## src/hdl/owtr_pkg.sv

```systemverilog
// Package for the one-wire temperature reader: word types, register indices,
// bus phase encoding, command bytes and the raw-to-hundredths conversion.
// Used by every module in the hdl folder; depends on nothing else.
package owtr_pkg;

  // Request codes carried in the op field of an input word.
  localparam logic [1:0] OP_TICK    = 2'd0;
  localparam logic [1:0] OP_CONVERT = 2'd1;
  localparam logic [1:0] OP_READ    = 2'd2;

  // Configuration register indices.
  localparam logic [2:0] REG_CHANNEL        = 3'd0;
  localparam logic [2:0] REG_SENSOR_TYPE    = 3'd1;
  localparam logic [2:0] REG_RESET_LOW      = 3'd2;
  localparam logic [2:0] REG_PRESENCE       = 3'd3;
  localparam logic [2:0] REG_SHORT_LOW      = 3'd4;
  localparam logic [2:0] REG_WRITE0_LOW     = 3'd5;
  localparam logic [2:0] REG_WRITE1_WAIT    = 3'd6;
  localparam logic [2:0] REG_READ_RECOVERY  = 3'd7;

  localparam int unsigned CFG_INDEX_W = 3;
  localparam int unsigned CFG_DATA_W  = 16;
  localparam int unsigned TICK_W      = 16;
  localparam int unsigned CHANNELS    = 4;

  // Reset values of the duration registers.
  localparam logic [TICK_W-1:0] RESET_LOW_DEFAULT     = 16'd2500;
  localparam logic [TICK_W-1:0] PRESENCE_DEFAULT      = 16'd255;
  localparam logic [TICK_W-1:0] SHORT_LOW_DEFAULT     = 16'd2;
  localparam logic [TICK_W-1:0] WRITE0_LOW_DEFAULT    = 16'd275;
  localparam logic [TICK_W-1:0] WRITE1_WAIT_DEFAULT   = 16'd260;
  localparam logic [TICK_W-1:0] READ_RECOVERY_DEFAULT = 16'd140;

  // Bus command bytes.
  localparam logic [7:0] CMD_SKIP_ROM   = 8'hCC;
  localparam logic [7:0] CMD_CONVERT    = 8'h44;
  localparam logic [7:0] CMD_READ_SCRATCH = 8'hBE;

  // Byte counts of the scratchpad read for each sensor type, and of the command write.
  localparam logic [2:0] READ_BYTES_12BIT = 3'd2;
  localparam logic [2:0] READ_BYTES_9BIT  = 3'd7;
  localparam logic [2:0] WRITE_BYTES      = 3'd2;

  // Constants of the conversion.
  localparam logic [7:0]  MSB_WHOLE_MASK = 8'hF8;
  localparam logic [7:0]  LSB_WHOLE_MASK = 8'hF0;
  localparam logic [7:0]  COUNT_PER_C    = 8'd16;
  localparam logic [15:0] HALF_LSB_OFFSET = 16'd25;
  localparam logic [15:0] NO_DEVICE_TEMP  = 16'hFFFF;

  typedef enum logic [2:0] {
    PH_IDLE    = 3'd0,
    PH_RST_LOW = 3'd1,
    PH_PRES    = 3'd2,
    PH_WLOW    = 3'd3,
    PH_WREL    = 3'd4,
    PH_RLOW    = 3'd5,
    PH_RSET    = 3'd6,
    PH_RREC    = 3'd7
  } phase_t;

  typedef struct packed {
    logic [1:0] op;
    logic       line_in;
  } in_word_t;

  typedef struct packed {
    logic [CHANNELS-1:0] line_drive_low;
    logic                busy_res;
    logic                done_res;
    logic                present;
    logic signed [15:0]  temperature;
  } out_word_t;

  typedef struct packed {
    logic [1:0]        channel;
    logic              sensor_type;
    logic [TICK_W-1:0] reset_low_ticks;
    logic [TICK_W-1:0] presence_ticks;
    logic [TICK_W-1:0] short_low_ticks;
    logic [TICK_W-1:0] write0_low_ticks;
    logic [TICK_W-1:0] write1_wait_ticks;
    logic [TICK_W-1:0] read_recovery_ticks;
  } cfg_t;

  // A programmed duration of zero behaves as one tick.
  function automatic logic [TICK_W-1:0] at_least_one(input logic [TICK_W-1:0] d);
    at_least_one = (d == '0) ? TICK_W'(1) : d;
  endfunction

  // Bit of the command currently being written: skip-ROM first, then the
  // function command chosen by the request.
  function automatic logic cur_bit(input logic [2:0] byte_index,
                                   input logic [2:0] bit_index,
                                   input logic       reading);
    logic [7:0] cmd;
    cmd = (byte_index == 3'd0) ? CMD_SKIP_ROM : (reading ? CMD_READ_SCRATCH : CMD_CONVERT);
    cur_bit = cmd[bit_index];
  endfunction

  // Raw 1/16 degree reading to hundredths of a degree, with the count-remain
  // refinement for the nine-bit sensor. All sums wrap as 8 or 16 bit words.
  function automatic logic [15:0] convert(input logic [7:0] raw_low,
                                          input logic [7:0] raw_high,
                                          input logic [7:0] counts,
                                          input logic       sensor_type);
    logic [7:0]  lsb;
    logic [7:0]  msb;
    logic        sign;
    logic [15:0] t2;
    logic [15:0] t;
    lsb = raw_low;
    msb = raw_high;
    if (sensor_type) begin
      msb = (raw_high & MSB_WHOLE_MASK) + {5'd0, raw_low[7:5]};
      lsb = ({raw_low[4:0], 3'd0} & LSB_WHOLE_MASK) + (COUNT_PER_C - counts);
    end
    sign = msb[7];
    t2 = {msb, lsb};
    if (sign) begin
      t2 = 16'd0 - t2;
    end
    t = {t2[13:0], 2'd0} + {t2[14:0], 1'd0};
    t = t + {2'd0, t2[15:2]};
    if (sign) begin
      t = 16'd0 - t;
    end
    if (sensor_type) begin
      t = t - HALF_LSB_OFFSET;
    end
    convert = t;
  endfunction

endpackage

```

## src/hdl/one_wire_temperature_reader.sv

```systemverilog
// Top level of the one-wire temperature reader: input register, sequencer,
// configuration registers and result register.
// Depends on owtr_pkg, owtr_cfg and owtr_seq.
//
// Usage. Every input word is one bus tick: op asks for a temperature
// conversion or a scratchpad read (ignored while a sequence runs, a plain
// tick otherwise) and line_in carries the sampled level of the selected line.
// Every accepted word yields exactly one result word with the open-drain
// drive pattern for the four lines, busy and done flags, the presence flag of
// the last bus reset and the last temperature in hundredths of a degree
// (-1 when no device answered a read).
// A word is captured in the input register; the sequencer then steps once on
// it and loads the result register. Throughput is one word per clock cycle
// while the receiver does not stall; words overlap, so a new word is taken
// while the previous result waits in the output register. If the receiver
// stalls, the result register holds its word and the input register fills;
// in_stall rises only when both are occupied.
// The configuration channel is always ready; the user must write it only while
// the block is idle, which the block does not enforce. The synchronous reset
// empties both registers, idles the bus and restores the register defaults.
module one_wire_temperature_reader (
  input  logic                             clk,
  input  logic                             rst,
  input  logic                             in_valid,
  output logic                             in_stall,
  input  owtr_pkg::in_word_t               in_data,
  output logic                             out_valid,
  input  logic                             out_stall,
  output owtr_pkg::out_word_t              out_data,
  input  logic                             cfg_valid,
  output logic                             cfg_ready,
  input  logic [owtr_pkg::CFG_INDEX_W-1:0] cfg_index,
  input  logic [owtr_pkg::CFG_DATA_W-1:0]  cfg_data
);
  import owtr_pkg::*;

  cfg_t      cfg;
  in_word_t  item;
  logic      item_valid;
  out_word_t res;
  logic      out_free;
  logic      step;
  logic      in_take;

  // The result register can load when empty or when its word leaves now.
  assign out_free  = !out_valid || !out_stall;
  assign step      = item_valid && out_free;
  assign in_stall  = item_valid && !out_free;
  assign in_take   = in_valid && !in_stall;
  assign cfg_ready = 1'b1;

  owtr_cfg u_cfg (
    .clk      (clk),
    .rst      (rst),
    .wr_en    (cfg_valid && cfg_ready),
    .wr_index (cfg_index),
    .wr_data  (cfg_data),
    .cfg      (cfg)
  );

  owtr_seq u_seq (
    .clk  (clk),
    .rst  (rst),
    .step (step),
    .item (item),
    .cfg  (cfg),
    .res  (res)
  );

  // Input register.
  always_ff @(posedge clk) begin
    if (rst) begin
      item_valid <= 1'b0;
    end else if (in_take) begin
      item_valid <= 1'b1;
    end else if (step) begin
      item_valid <= 1'b0;
    end
  end

  always_ff @(posedge clk) begin
    if (in_take) begin
      item <= in_data;
    end
  end

  // Result register.
  always_ff @(posedge clk) begin
    if (rst) begin
      out_valid <= 1'b0;
    end else if (out_free) begin
      out_valid <= step;
    end
  end

  always_ff @(posedge clk) begin
    if (step) begin
      out_data <= res;
    end
  end

endmodule

```

## src/hdl/owtr_cfg.sv

```systemverilog
// Configuration register file of the one-wire temperature reader.
// Depends on owtr_pkg for the register indices, defaults and cfg_t.
module owtr_cfg (
  input  logic                             clk,
  input  logic                             rst,
  input  logic                             wr_en,
  input  logic [owtr_pkg::CFG_INDEX_W-1:0] wr_index,
  input  logic [owtr_pkg::CFG_DATA_W-1:0]  wr_data,
  output owtr_pkg::cfg_t                   cfg
);
  import owtr_pkg::*;

  always_ff @(posedge clk) begin
    if (rst) begin
      cfg.channel             <= 2'd0;
      cfg.sensor_type         <= 1'b0;
      cfg.reset_low_ticks     <= RESET_LOW_DEFAULT;
      cfg.presence_ticks      <= PRESENCE_DEFAULT;
      cfg.short_low_ticks     <= SHORT_LOW_DEFAULT;
      cfg.write0_low_ticks    <= WRITE0_LOW_DEFAULT;
      cfg.write1_wait_ticks   <= WRITE1_WAIT_DEFAULT;
      cfg.read_recovery_ticks <= READ_RECOVERY_DEFAULT;
    end else if (wr_en) begin
      case (wr_index)
        REG_CHANNEL:       cfg.channel             <= wr_data[1:0];
        REG_SENSOR_TYPE:   cfg.sensor_type         <= wr_data[0];
        REG_RESET_LOW:     cfg.reset_low_ticks     <= wr_data;
        REG_PRESENCE:      cfg.presence_ticks      <= wr_data;
        REG_SHORT_LOW:     cfg.short_low_ticks     <= wr_data;
        REG_WRITE0_LOW:    cfg.write0_low_ticks    <= wr_data;
        REG_WRITE1_WAIT:   cfg.write1_wait_ticks   <= wr_data;
        REG_READ_RECOVERY: cfg.read_recovery_ticks <= wr_data;
        default: begin
        end
      endcase
    end
  end

endmodule

```

## src/hdl/owtr_seq.sv

```systemverilog
// Bus sequencer of the one-wire temperature reader: phase, tick counter,
// bit and byte counters, received bytes and the result of one tick.
// Depends on owtr_pkg for phase_t, the word types and conversion function.
module owtr_seq (
  input  logic                clk,
  input  logic                rst,
  input  logic                step,
  input  owtr_pkg::in_word_t  item,
  input  owtr_pkg::cfg_t      cfg,
  output owtr_pkg::out_word_t res
);
  import owtr_pkg::*;

  phase_t      phase, phase_next;
  logic [15:0] tick_count, tick_count_next;
  logic [2:0]  bit_index, bit_index_next;
  logic [2:0]  byte_index, byte_index_next;
  logic [7:0]  shift_byte, shift_byte_next;
  logic [7:0]  raw_low, raw_low_next;
  logic [7:0]  raw_high, raw_high_next;
  logic        line_high_seen_all, line_high_seen_all_next;
  logic        reading_request, reading_request_next;
  logic        last_present, last_present_next;
  logic [15:0] last_temperature, last_temperature_next;
  logic        finished;
  phase_t      active_phase;

  // Next state for one tick item.
  always_comb begin
    phase_t ph;
    logic   bit_now;
    ph                      = phase;
    tick_count_next         = tick_count;
    bit_index_next          = bit_index;
    byte_index_next         = byte_index;
    shift_byte_next         = shift_byte;
    raw_low_next            = raw_low;
    raw_high_next           = raw_high;
    line_high_seen_all_next = line_high_seen_all;
    reading_request_next    = reading_request;
    last_present_next       = last_present;
    last_temperature_next   = last_temperature;
    finished                = 1'b0;
    bit_now                 = 1'b0;

    if (ph == PH_IDLE && (item.op == OP_CONVERT || item.op == OP_READ)) begin
      reading_request_next = (item.op == OP_READ);
      ph                   = PH_RST_LOW;
      tick_count_next      = at_least_one(cfg.reset_low_ticks);
    end
    active_phase = ph;

    if (ph != PH_IDLE) begin
      if (ph == PH_PRES) begin
        line_high_seen_all_next = line_high_seen_all & item.line_in;
      end
      if (ph == PH_RSET) begin
        shift_byte_next[bit_index] = item.line_in;
      end
      tick_count_next = tick_count_next - 16'd1;
      if (tick_count_next == 16'd0) begin
        case (ph)
          PH_RST_LOW: begin
            line_high_seen_all_next = 1'b1;
            ph                      = PH_PRES;
            tick_count_next         = at_least_one(cfg.presence_ticks);
          end
          PH_PRES: begin
            last_present_next = ~line_high_seen_all_next;
            if (line_high_seen_all_next) begin
              if (reading_request_next) begin
                last_temperature_next = NO_DEVICE_TEMP;
              end
              ph              = PH_IDLE;
              tick_count_next = 16'd0;
              finished        = 1'b1;
            end else begin
              bit_index_next  = 3'd0;
              byte_index_next = 3'd0;
              bit_now         = cur_bit(3'd0, 3'd0, reading_request_next);
              ph              = PH_WLOW;
              tick_count_next = at_least_one(bit_now ? cfg.short_low_ticks
                                                     : cfg.write0_low_ticks);
            end
          end
          PH_WLOW: begin
            bit_now         = cur_bit(byte_index, bit_index, reading_request_next);
            ph              = PH_WREL;
            tick_count_next = bit_now ? at_least_one(cfg.write1_wait_ticks) : 16'd1;
          end
          PH_WREL: begin
            bit_index_next = bit_index + 3'd1;
            if (bit_index_next == 3'd0) begin
              byte_index_next = byte_index + 3'd1;
            end
            if (byte_index_next >= WRITE_BYTES) begin
              if (reading_request_next) begin
                bit_index_next  = 3'd0;
                byte_index_next = 3'd0;
                shift_byte_next = 8'd0;
                ph              = PH_RLOW;
                tick_count_next = at_least_one(cfg.short_low_ticks);
              end else begin
                ph              = PH_IDLE;
                tick_count_next = 16'd0;
                finished        = 1'b1;
              end
            end else begin
              bit_now         = cur_bit(byte_index_next, bit_index_next,
                                        reading_request_next);
              ph              = PH_WLOW;
              tick_count_next = at_least_one(bit_now ? cfg.short_low_ticks
                                                     : cfg.write0_low_ticks);
            end
          end
          PH_RLOW: begin
            ph              = PH_RSET;
            tick_count_next = 16'd1;
          end
          PH_RSET: begin
            ph              = PH_RREC;
            tick_count_next = at_least_one(cfg.read_recovery_ticks);
          end
          PH_RREC: begin
            bit_index_next  = bit_index + 3'd1;
            ph              = PH_RLOW;
            tick_count_next = at_least_one(cfg.short_low_ticks);
            if (bit_index_next == 3'd0) begin
              if (byte_index == 3'd0) begin
                raw_low_next = shift_byte_next;
              end else if (byte_index == 3'd1) begin
                raw_high_next = shift_byte_next;
              end
              byte_index_next = byte_index + 3'd1;
              if (byte_index_next >= (cfg.sensor_type ? READ_BYTES_9BIT
                                                      : READ_BYTES_12BIT)) begin
                last_temperature_next = convert(raw_low_next, raw_high_next,
                                                shift_byte_next, cfg.sensor_type);
                ph              = PH_IDLE;
                tick_count_next = 16'd0;
                finished        = 1'b1;
              end
            end
          end
          default: begin
            ph              = PH_IDLE;
            tick_count_next = 16'd0;
            finished        = 1'b1;
          end
        endcase
      end
    end
    phase_next = ph;
  end

  // Result of this tick.
  always_comb begin
    res.line_drive_low = '0;
    if (active_phase inside {PH_RST_LOW, PH_WLOW, PH_RLOW}) begin
      res.line_drive_low = CHANNELS'(1) << cfg.channel;
    end
    res.busy_res    = (phase_next != PH_IDLE);
    res.done_res    = finished;
    res.present     = last_present_next;
    res.temperature = last_temperature_next;
  end

  always_ff @(posedge clk) begin
    if (rst) begin
      phase              <= PH_IDLE;
      tick_count         <= 16'd0;
      bit_index          <= 3'd0;
      byte_index         <= 3'd0;
      shift_byte         <= 8'd0;
      raw_low            <= 8'd0;
      raw_high           <= 8'd0;
      line_high_seen_all <= 1'b1;
      reading_request    <= 1'b0;
      last_present       <= 1'b0;
      last_temperature   <= 16'd0;
    end else if (step) begin
      phase              <= phase_next;
      tick_count         <= tick_count_next;
      bit_index          <= bit_index_next;
      byte_index         <= byte_index_next;
      shift_byte         <= shift_byte_next;
      raw_low            <= raw_low_next;
      raw_high           <= raw_high_next;
      line_high_seen_all <= line_high_seen_all_next;
      reading_request    <= reading_request_next;
      last_present       <= last_present_next;
      last_temperature   <= last_temperature_next;
    end
  end

endmodule

```

## config.mk

```make
export PLATFORM = sky130hd
export DESIGN_NAME = one_wire_temperature_reader
export DESIGN_NICKNAME = d
export VERILOG_FILES = /design/src/hdl/owtr_pkg.sv /design/src/hdl/one_wire_temperature_reader.sv /design/src/hdl/owtr_cfg.sv /design/src/hdl/owtr_seq.sv
export SDC_FILE = /design/constraint.sdc
export NUM_CORES = 1
export LEC_CHECK = 0
export ABC_AREA = 1
export BUFFER_PORTS_ARGS = -buffer_cell sky130_fd_sc_hd__buf_2
export CORE_MARGIN = 5
export CORE_UTILIZATION = 50
export DETAILED_ROUTE_END_ITERATION = 12
export PLACE_DENSITY_LB_ADDON = 0.08
export SLEW_MARGIN = 20
export SYNTH_ARGS = -nofsm -noshare
export SYNTH_HDL_FRONTEND = slang
export SYNTH_SLANG_ARGS = --single-unit
```

## constraint.sdc

```tcl
create_clock -name clk -period 5.8 [get_ports clk]
set_input_delay 0.29 -clock clk [delete_from_list [all_inputs] [get_ports clk]]
set_output_delay 0.29 -clock clk [all_outputs]
set_load 0.02 [all_outputs]
```

# ---- Word-level counts from Yosys, hierarchy flattened
# Cells that the tools add are included.
dict set report op_classes {
  add_sub_neg 11
  n_lt_le_gt_ge 5
  eq_ne 18
  shift 1
  mux 114
  bitwise 2
  n_reduce_logical 42
}
# cell n
set op_table {}
lappend op_table {{$mux W16} 36}
lappend op_table {{$mux W8} 32}
lappend op_table {{$logic_not A16 Y1} 8}
lappend op_table {{$pmux W16 S7} 1}
lappend op_table {{$mux W3} 17}
lappend op_table {{$pmux W16 S2} 1}
lappend op_table {{$sub A1 B16 Y16 const A} 2}
lappend op_table {{$eq A3 B3 Y1 const B} 8}
lappend op_table {{$pmux W3 S7} 1}
lappend op_table {{$reduce_and A2 Y1} 10}
lappend op_table {{$mux W1} 18}
lappend op_table {{$pmux W3 S3} 2}
lappend op_table {{$add A16 B14 Y16} 1}
lappend op_table {{$add A16 B16 Y16} 1}
lappend op_table {{$sub A16 B1 Y16 const B} 1}
lappend op_table {{$sub A16 B5 Y16 const B} 1}
lappend op_table {{$logic_not A3 Y1} 5}
lappend op_table {{$eq A3 B2 Y1 const B} 4}
lappend op_table {{$reduce_bool A3 Y1} 4}
lappend op_table {{$reduce_and A5 Y1} 2}
lappend op_table {{$eq A3 B1 Y1 const B} 3}
lappend op_table {{$add A8 B3 Y8} 1}
lappend op_table {{$add A8 B8 Y8} 1}
lappend op_table {{$bwmux W8} 1}
lappend op_table {{21 further kinds} 32}
dict set report word_totals {
  ff_bits 195
  in_bits 27
  output_inout_bits 26
}

# ---- Depth between registers and ports, before layout
# Gate-level depths: netlist of run 1.
dict set report logic_depth {
  depth_word 43
  ltp_mapped 50
}

# ---- Modules after synthesis
# From an unflattened synthesis of run 1, not the netlist that was laid out.
dict set report unflattened {
  cells_unflattened 2077
  hier_area_um2 13351.6
}
# mod instances cells_each area_each_um2
set modules_own_cells {}
lappend modules_own_cells {owtr_seq 1 1492 8658.3}
lappend modules_own_cells {owtr_cfg 1 545 3809.9}
lappend modules_own_cells {one_wire_temperature_reader 1 40 883.3}

# ---- Least setup slack after synthesis of run 1
# OpenSTA, ideal clock, no wires.
dict set report synth_timing {
  path_kind {reg2reg}
  from {register u_seq.byte_index[0]}
  to {register out_data[15] (netlist name), data pin}
  arrival_time_ns 5.758
  required_ns 5.549
  path_slack_ns -0.209
  path_stages_with_launch 42
  path_buffers 0
  synth_period_minus_slack_ns 6.009
  cell_sequence {dfxtp_1 -> inv_1 -> ha_1 -> inv_1 -> nor2_2 -> clkinv_1 -> o21ai_0 -> ha_1 -> ha_1 -> nand2_1 -> nand3b_1 -> nand3_1 -> nand3_1 -> nor2_1 -> nand4_1 -> nand2_1 -> xor2_1 -> inv_1 -> [6 not listed] -> nand2_1 -> xor2_1 -> nor2_1 -> nand4_1 -> nand2_1 -> nand2_1 -> nand2_1 -> nand3_1 -> nor2_1 -> nand3_1 -> nand2_1 -> nand2_1 -> inv_1 -> nand3_1 -> nand3_1 -> nand2_1 -> nand2_1 -> inv_1}
}
# element line_no
set synth_lines {}
lappend synth_lines {{start: declaration} owtr_seq.sv:17} ;# logic [2:0] byte_index, byte_index_next;
lappend synth_lines {{start signal: assignment} owtr_seq.sv:185} ;# byte_index <= byte_index_next;
lappend synth_lines {{end signal: assignment} one_wire_temperature_reader.sv:98} ;# out_data <= res;
lappend synth_lines {{end: declaration} one_wire_temperature_reader.sv:29} ;# output owtr_pkg::out_word_t out_data,

==> results of run 1 <==
-- stage by stage --
| step | total power [mW] | setup TNS [ns] | area [sq um] | hold WS [ns] |
|---|---|---|---|---|
| 4_1_cts | 3.495 | 0 | 15320 | 0.002079 |
| 6_report | 3.544 | 0 | 16380 | 0.01275 |
| 5_1_grt | 3.700 | -2.066 | 16380 | 0.0004383 |
| 3_5_place_dp | 2.182 | -1.727 | 14530 | 0.4385 |
| 3_3_place_gp | 2.174 | -0.5272 | 14530 | 0.4338 |
| 2_1_floorplan | 1.981 | 0 | 13040 | 0.3889 |
-- cells in the mapped netlist (all sizes together), types with 4 or more instances --
cell type    n  area share [%]
fa           8             1.2
dfxtp      169              26
a21oi      153             5.9
o2111ai      9            0.61
o21ai      212             8.6
nand4       25             1.4
or2          8            0.38
nor4        24             1.2
nand3b       7            0.40
edfxtp      26             6.0
a31o         6            0.40
a31oi        6            0.29
nor3        22             1.0
inv        276             8.0
nand3      153             6.2
nor2       211             6.6
o21a         4            0.24
buf         20             1.2
clkbuf      56             1.6
a221oi      12            0.81
o22ai        4            0.24
xor2        36             2.6
ha          37             3.6
o211ai      33             1.9
clkinv       7            0.24
nand2      392              11
xnor2        8            0.54
-- metal layers --
layer | routed length (um) | GRT usage [%] | up-vias
met5 | 0 | 0 | -
li1 | - | - | 6809
met2 | 20890 | 47.85 | 442
met1 | 18340 | 36.51 | 6428
met4 | 1726 | 10.58 | 0
met3 | 2080 | 3.080 | 101
-- placed cells by master (no fill, tap or decap), drive strengths merged, types with 3 or more instances in the layout --
master,synthesis,final
o21ai,212,212
buf,20,232
o2111ai,9,9
nand4,25,25
nor4,24,24
o211ai,33,33
o22ai,4,4
edfxtp,26,26
clkbuf,56,19
nand2,392,392
xor2,36,36
nand3b,7,7
a221oi,12,12
a21oi,153,153
a311oi,3,3
o221ai,3,3
xnor2,8,8
nor3,22,22
inv,276,282
nand3,153,153
a31o,6,6
dfxtp,169,169
nor2,211,211
or2,8,8
clkinv,7,9
ha,37,37
fa,8,8
o21a,4,4
a31oi,6,6
bufinv,0,3
-- what timing repair did --
item	CTS	global route
gates resized for setup	30	222
pin swaps	12	101
cloned	0	0
endpoints found under the setup margin	13	20
buffers inserted	3	21
-- power by group --
part | switching, mW | leakage [nW] | internal [mW] | total (mW)
Combinational | 0.503 | 5.49 | 0.260 | 0.762
Clock | 0.612 | 0.304 | 0.711 | 1.32
Sequential | 0.0340 | 1.63 | 1.43 | 1.46
-- state kept, by name, summed over array words and instances, names as in the netlist --
signal                    count
u_seq.last_temperature       16
u_seq.bit_index               3
u_seq.line_high_seen_all      1
item_valid                    1
out_valid                     1
u_seq.reading_request         1
u_seq.raw_low                 8
u_seq.last_present            1
u_seq.shift_byte              8
out_data                     23
u_seq.tick_count             16
u_seq.raw_high                8
u_seq.phase                   3
item                          3
u_seq.byte_index              3
u_cfg.cfg                    99
-- kinds of logic (layout without fill, tap and decap cells) --
group | count (synthesis) | after routing | synth area share [%]
AO/OA/AOI/OAI | 457 | 457 | 20.11
AND/OR/NAND/NOR | 846 | 846 | 28.93
other | 1 | 1 | 0.02879
flip-flops | 195 | 195 | 31.97
XOR/XNOR | 44 | 44 | 3.160
buffers and inverters | 359 | 547 | 11.02
adder cells (fa/ha/maj) | 45 | 45 | 4.783
-- area by class of cell --
| type | count | share of cell area, % |
|---|---|---|
| multi-input combinational | 1393 | 51.46 |
| clock buffer | 19 | 2.704 |
| clock inverter | 13 | 1.192 |
| tap | 335 | 2.559 |
| inverter | 283 | 6.562 |
| timing repair buffer | 232 | 9.992 |
| sequential | 195 | 25.53 |
-- critical path, delay by kind of cell, from the launching register on --
kind                     cells  cell delay (ns)
AND/OR/NAND/NOR             27             2.70
adder cells (fa/ha/maj)      3             0.79
XOR/XNOR                     4             0.74
buffers and inverters        8             0.65
flip-flops                   1             0.33
AO/OA/AOI/OAI                2             0.29
-- how the worst max path moves through the flow --
stage,startpoint,depth (start not counted),end,slack [ns]
2_1_floorplan,u_seq.byte_index[0],41,out_data[15],0.03
3_3_place_gp,u_seq.bit_index[1],38,out_data[11],-0.11
3_5_place_dp,u_seq.byte_index[0],42,out_data[15],-0.22
4_1_cts,u_seq.byte_index[0],41,u_seq.last_temperature[13],0.008
5_1_grt,u_seq.phase[0],43,out_data[15],-0.29
6_report,u_seq.phase[0],44,out_data[15],0.09
==> results_dict.tcl, run 1 <==
set metrics [dict create \
    synth-seq-cells 195 \
    synth_edf_count 26 \
    syn_nets 2019 \
    core_sq_mm 0.02584 \
    async_reset_ff_share_pct 0 \
    maxCapViolCount 0 \
    portBuffers 51 \
    row_count 59 \
    diodes 0 \
    holdPathStages 1 \
    chipHeight_um 171.4 \
    r2r_slack_ns 0.09 \
    fin_cells 2470 \
    period_needed_ns 5.712 \
    yosys_most_used_dff "dfxtp_1" \
    status "complete, no violations" \
    cp.arrival_ns 5.93 \
    grt_pass1_wl_um 66010 \
    grtUsageTotal_pct 27.98 \
    io_pins 53 \
    leakage_nw 7.423 \
    wl_um 43040 \
    slew_viol_final 0 \
    postLayoutCoreUtil_pct 63.39 \
    placedCellCount 2414 \
    peakVddDrop_mv 0.1592 \
    multiInputGateArea_sq_mm 0.008429 \
    clock_skew_ns 0.01933 \
    drtPass1Iterations 6 \
    clkLatencyLatePin_ns 0.45 \
    grt.overflow.total 0 \
    syn2layout_area_growth_pct 25.74 \
    dieArea_sq_mm 0.02938 \
    setup_ws_ns 0.08780 \
    num_vias 13780 \
    drive_above_1_share_pct 24.50 \
    pwr_density_cell_mw_per_mm2 216.4 \
    holdBufCountCts 0 \
    syn_inst 1947 \
    fin_nets 2194 \
    max_slew_margin_pct 30.91 \
    drt_iter0_drc 1291 \
    drtAntennaViolNets 0 \
    yosys_warnings 0 \
    synth_area_sq_mm 0.01303 \
    path_clk_slew_ns 0.09 \
    wl_per_cell_um 17.42 \
    die_w_um 171.4 \
    end_kind "register" \
    cts_tree "built" \
    synthDistinctLibCells 65 \
    final-seq-area_sq_mm 0.004182 \
    hold_violations 0 \
    htree_levels 4 \
    rsz0062_at_grt "yes" \
    worst_pin_slew_ns 1.034 \
    worstRegToRegCells 44 \
    r2r_end "out_data[15]" \
    max_freq_ghz 0.1751 \
    hpwl_um 30940 \
    final-setup-viol-count 0 \
    start_util_pct 50.42 \
    place_congestion 1.003 \
    worstHoldPathType "primary input to register" \
    root_buffer "clkbuf_16" \
    cts_buffers 17 \
    drc_errors 0 \
    synth_seq_area_share_pct 31.97 \
    crit_required_ns 6.02 \
    clock-sinks 195 \
    cpMostUsedCell "nand2_1" \
    avgSynthCellArea_sq_um 6.690 \
    place_worst_setup_slack_ns -0.2217 \
    worst-path-max-fanout 7 \
    startpoint_type "register" \
    grt_max_degree 107 \
    timing.rr.start "u_seq.phase[0]" \
    fillCellCount 2359 \
    via_per_inst 5.579 \
    clockBufferDepth 2 \
    hp-start "in_data[2]" \
    cpPeakStageDelay_ns 0.36 \
    worst_path_max_delay_cell "ha_1" \
    hold_end "item[2]" \
    worstSetupPathType "register to register" \
    min_period_over_period_pct 98.49 \
    grt_pass1_vias 12568 \
    antenna_found_initial 0 \
]
Power figures use the tool's default switching activity.
==> inputs of run 2 (changes only) <==
--- a/config.mk
+++ b/config.mk
@@ -7,10 +7,13 @@
 export LEC_CHECK = 0
 export ABC_AREA = 1
 export BUFFER_PORTS_ARGS = -buffer_cell sky130_fd_sc_hd__buf_2
+export CELL_PAD_IN_SITES_DETAIL_PLACEMENT = 0
+export CELL_PAD_IN_SITES_GLOBAL_PLACEMENT = 1
 export CORE_MARGIN = 5
-export CORE_UTILIZATION = 50
+export CORE_UTILIZATION = 41
 export DETAILED_ROUTE_END_ITERATION = 12
 export PLACE_DENSITY_LB_ADDON = 0.08
+export SKIP_CTS_REPAIR_TIMING = 1
 export SLEW_MARGIN = 20
 export SYNTH_ARGS = -nofsm -noshare
 export SYNTH_HDL_FRONTEND = slang
==> results_dict.tcl, run 2 (synthesized netlist as in run 1, its figures left out) <==
set metrics [dict create \
    hp-start "in_data[2]" \
    drt_iter0_drc 892 \
    design_area_sq_mm 0.01630 \
    grtUsageTotal_pct 23.82 \
    r2r_slack_ns 0.10 \
    mostFrequentLayoutCells "nand2_1, inv_1, buf_4" \
    core_sq_mm 0.03147 \
    die_w_um 188.2 \
    drc_errors 0 \
    holdPathStages 1 \
    via_per_inst 5.305 \
    worst_path_max_delay_cell "ha_2" \
    hpwl_um 32600 \
    crit_path_start "u_seq.phase[0]" \
    reg_top3 "u_cfg.cfg (99), out_data (23)" \
    max_flop_register "u_cfg.cfg" \
    grt_pass1_wl_um 68480 \
    pwr_density_cell_mw_per_mm2 208.7 \
    timing.rr.start "u_seq.phase[0]" \
    clkLatencyLatePin_ns 0.47 \
    placed_area_sq_mm 0.01476 \
    htree_levels 4 \
    worst_pin_slew_ns 1.090 \
    fillCellCount 3208 \
    grt_max_degree 61 \
    crit_required_ns 6.18 \
    drtAntennaViolNets 0 \
    clock-sinks 195 \
    grt.overflow.total 0 \
    dieArea_sq_mm 0.03544 \
    io_pins 53 \
    max_slew_margin_pct 27.15 \
    hold_violations 0 \
    cts_tree "built" \
    place_congestion 0.8961 \
    path_clk_slew_ns 0.07 \
    cpMostUsedCell "nand2_1" \
    largest_reg_flops 99 \
    grt_pass1_vias 13013 \
    path_buf_inv 8 \
    num_vias 13534 \
    wl_um 42800 \
    portBuffers 51 \
    min_period_over_period_pct 98.26 \
    hold_end "item[2]" \
    fin_nets 2209 \
    worstHoldPathType "primary input to register" \
    max_freq_ghz 0.1755 \
    worstSetupPathDepth 44 \
    leakage_nw 7.362 \
    start_util_pct 41.39 \
    drive_above_1_share_pct 23.73 \
    startpoint_type "register" \
    chipHeight_um 188.2 \
    worst-path-max-fanout 7 \
    worstRegToRegCells 44 \
    clock_skew_ns 0.02330 \
    row_count 65 \
    root_buffer "clkbuf_16" \
    final_common_cell "nand2_1" \
    power.total_mw 3.402 \
    cpPeakStageDelay_ns 0.34 \
    end_kind "register" \
    syn2layout_area_growth_pct 25.17 \
    antenna_found_initial 0 \
    worstSetupPathType "register to register" \
    status "complete, no violations" \
    cts_buffers 17 \
    period_needed_ns 5.699 \
    final-setup-viol-count 0 \
    r2r_end "u_seq.last_temperature[15]" \
    rsz0062_at_grt "yes" \
    diodes 0 \
    slew_viol_final 0 \
    peakVddDrop_mv 0.2139 \
    maxCapViolCount 0 \
    clockBufferDepth 2 \
    critPathTopFamily "simple AND/OR/NAND/NOR gates" \
    drtPass1Iterations 8 \
    wl_per_cell_um 16.78 \
    cp.arrival_ns 6.08 \
]
-- run 2: changes by cell type in the layout (fill, tap and decap cells not counted), sizes merged --
cell         delta
clkbuf          -1
clkinv          +3
bufinv          -3
buf            +14
dlygate4sd3     +1
-- run 2: per-layer routing --
layer / GRT usage (%) / part of all wire, % / vias to the layer above
li1: - / - / 6845
met1: 29.53 / 43 / 6356
met2: 42.89 / 51 / 266
met3: 2.816 / 3.2 / 67
met4: 7.962 / 3.0 / 0
met5: 0 / 0 / -
-- run 2: worst max path at each step --
stage	slack, ns	endpoint
2_1_floorplan	0.03	out_data[15]
3_3_place_gp	-0.20	out_data[15]
3_5_place_dp	-0.29	out_data[15]
4_1_cts	-0.34	out_data[15]
5_1_grt	-0.40	out_data[15]
6_report	0.10	u_seq.last_temperature[15]
-- run 2: cell type report --
type / instances / area [sq um] / area share, %
clock inverter: 13 / 120.1 / 0.7367
sequential: 195 / 4169 / 25.57
timing repair buffer: 247 / 1753 / 10.75
clock buffer: 18 / 439.2 / 2.694
inverter: 283 / 1072 / 6.577
tap: 402 / 503.0 / 3.085
multi-input combinational: 1393 / 8248 / 50.59
-- run 2: through the flow --
step	setup TNS, ns	util [%]	hold slack (ns)	setup slack [ns]	instances
global placement	-1.597	46.83	0.4333	-0.2046	2497
detailed placement	-2.839	46.89	0.4388	-0.2888	2498
finish	0	51.80	0.02194	0.1011	2551
floorplan	0	-	0.3889	0.03136	1947
global route	-3.856	51.80	0.009243	-0.4048	2551
CTS	-3.607	48.67	-0.006947	-0.3359	2529
-- run 2: power by group --
part           internal, mW  switching [mW]
sequential             1.43          0.0326
combinational         0.266           0.502
clock                 0.575           0.600
total                  2.27            1.14
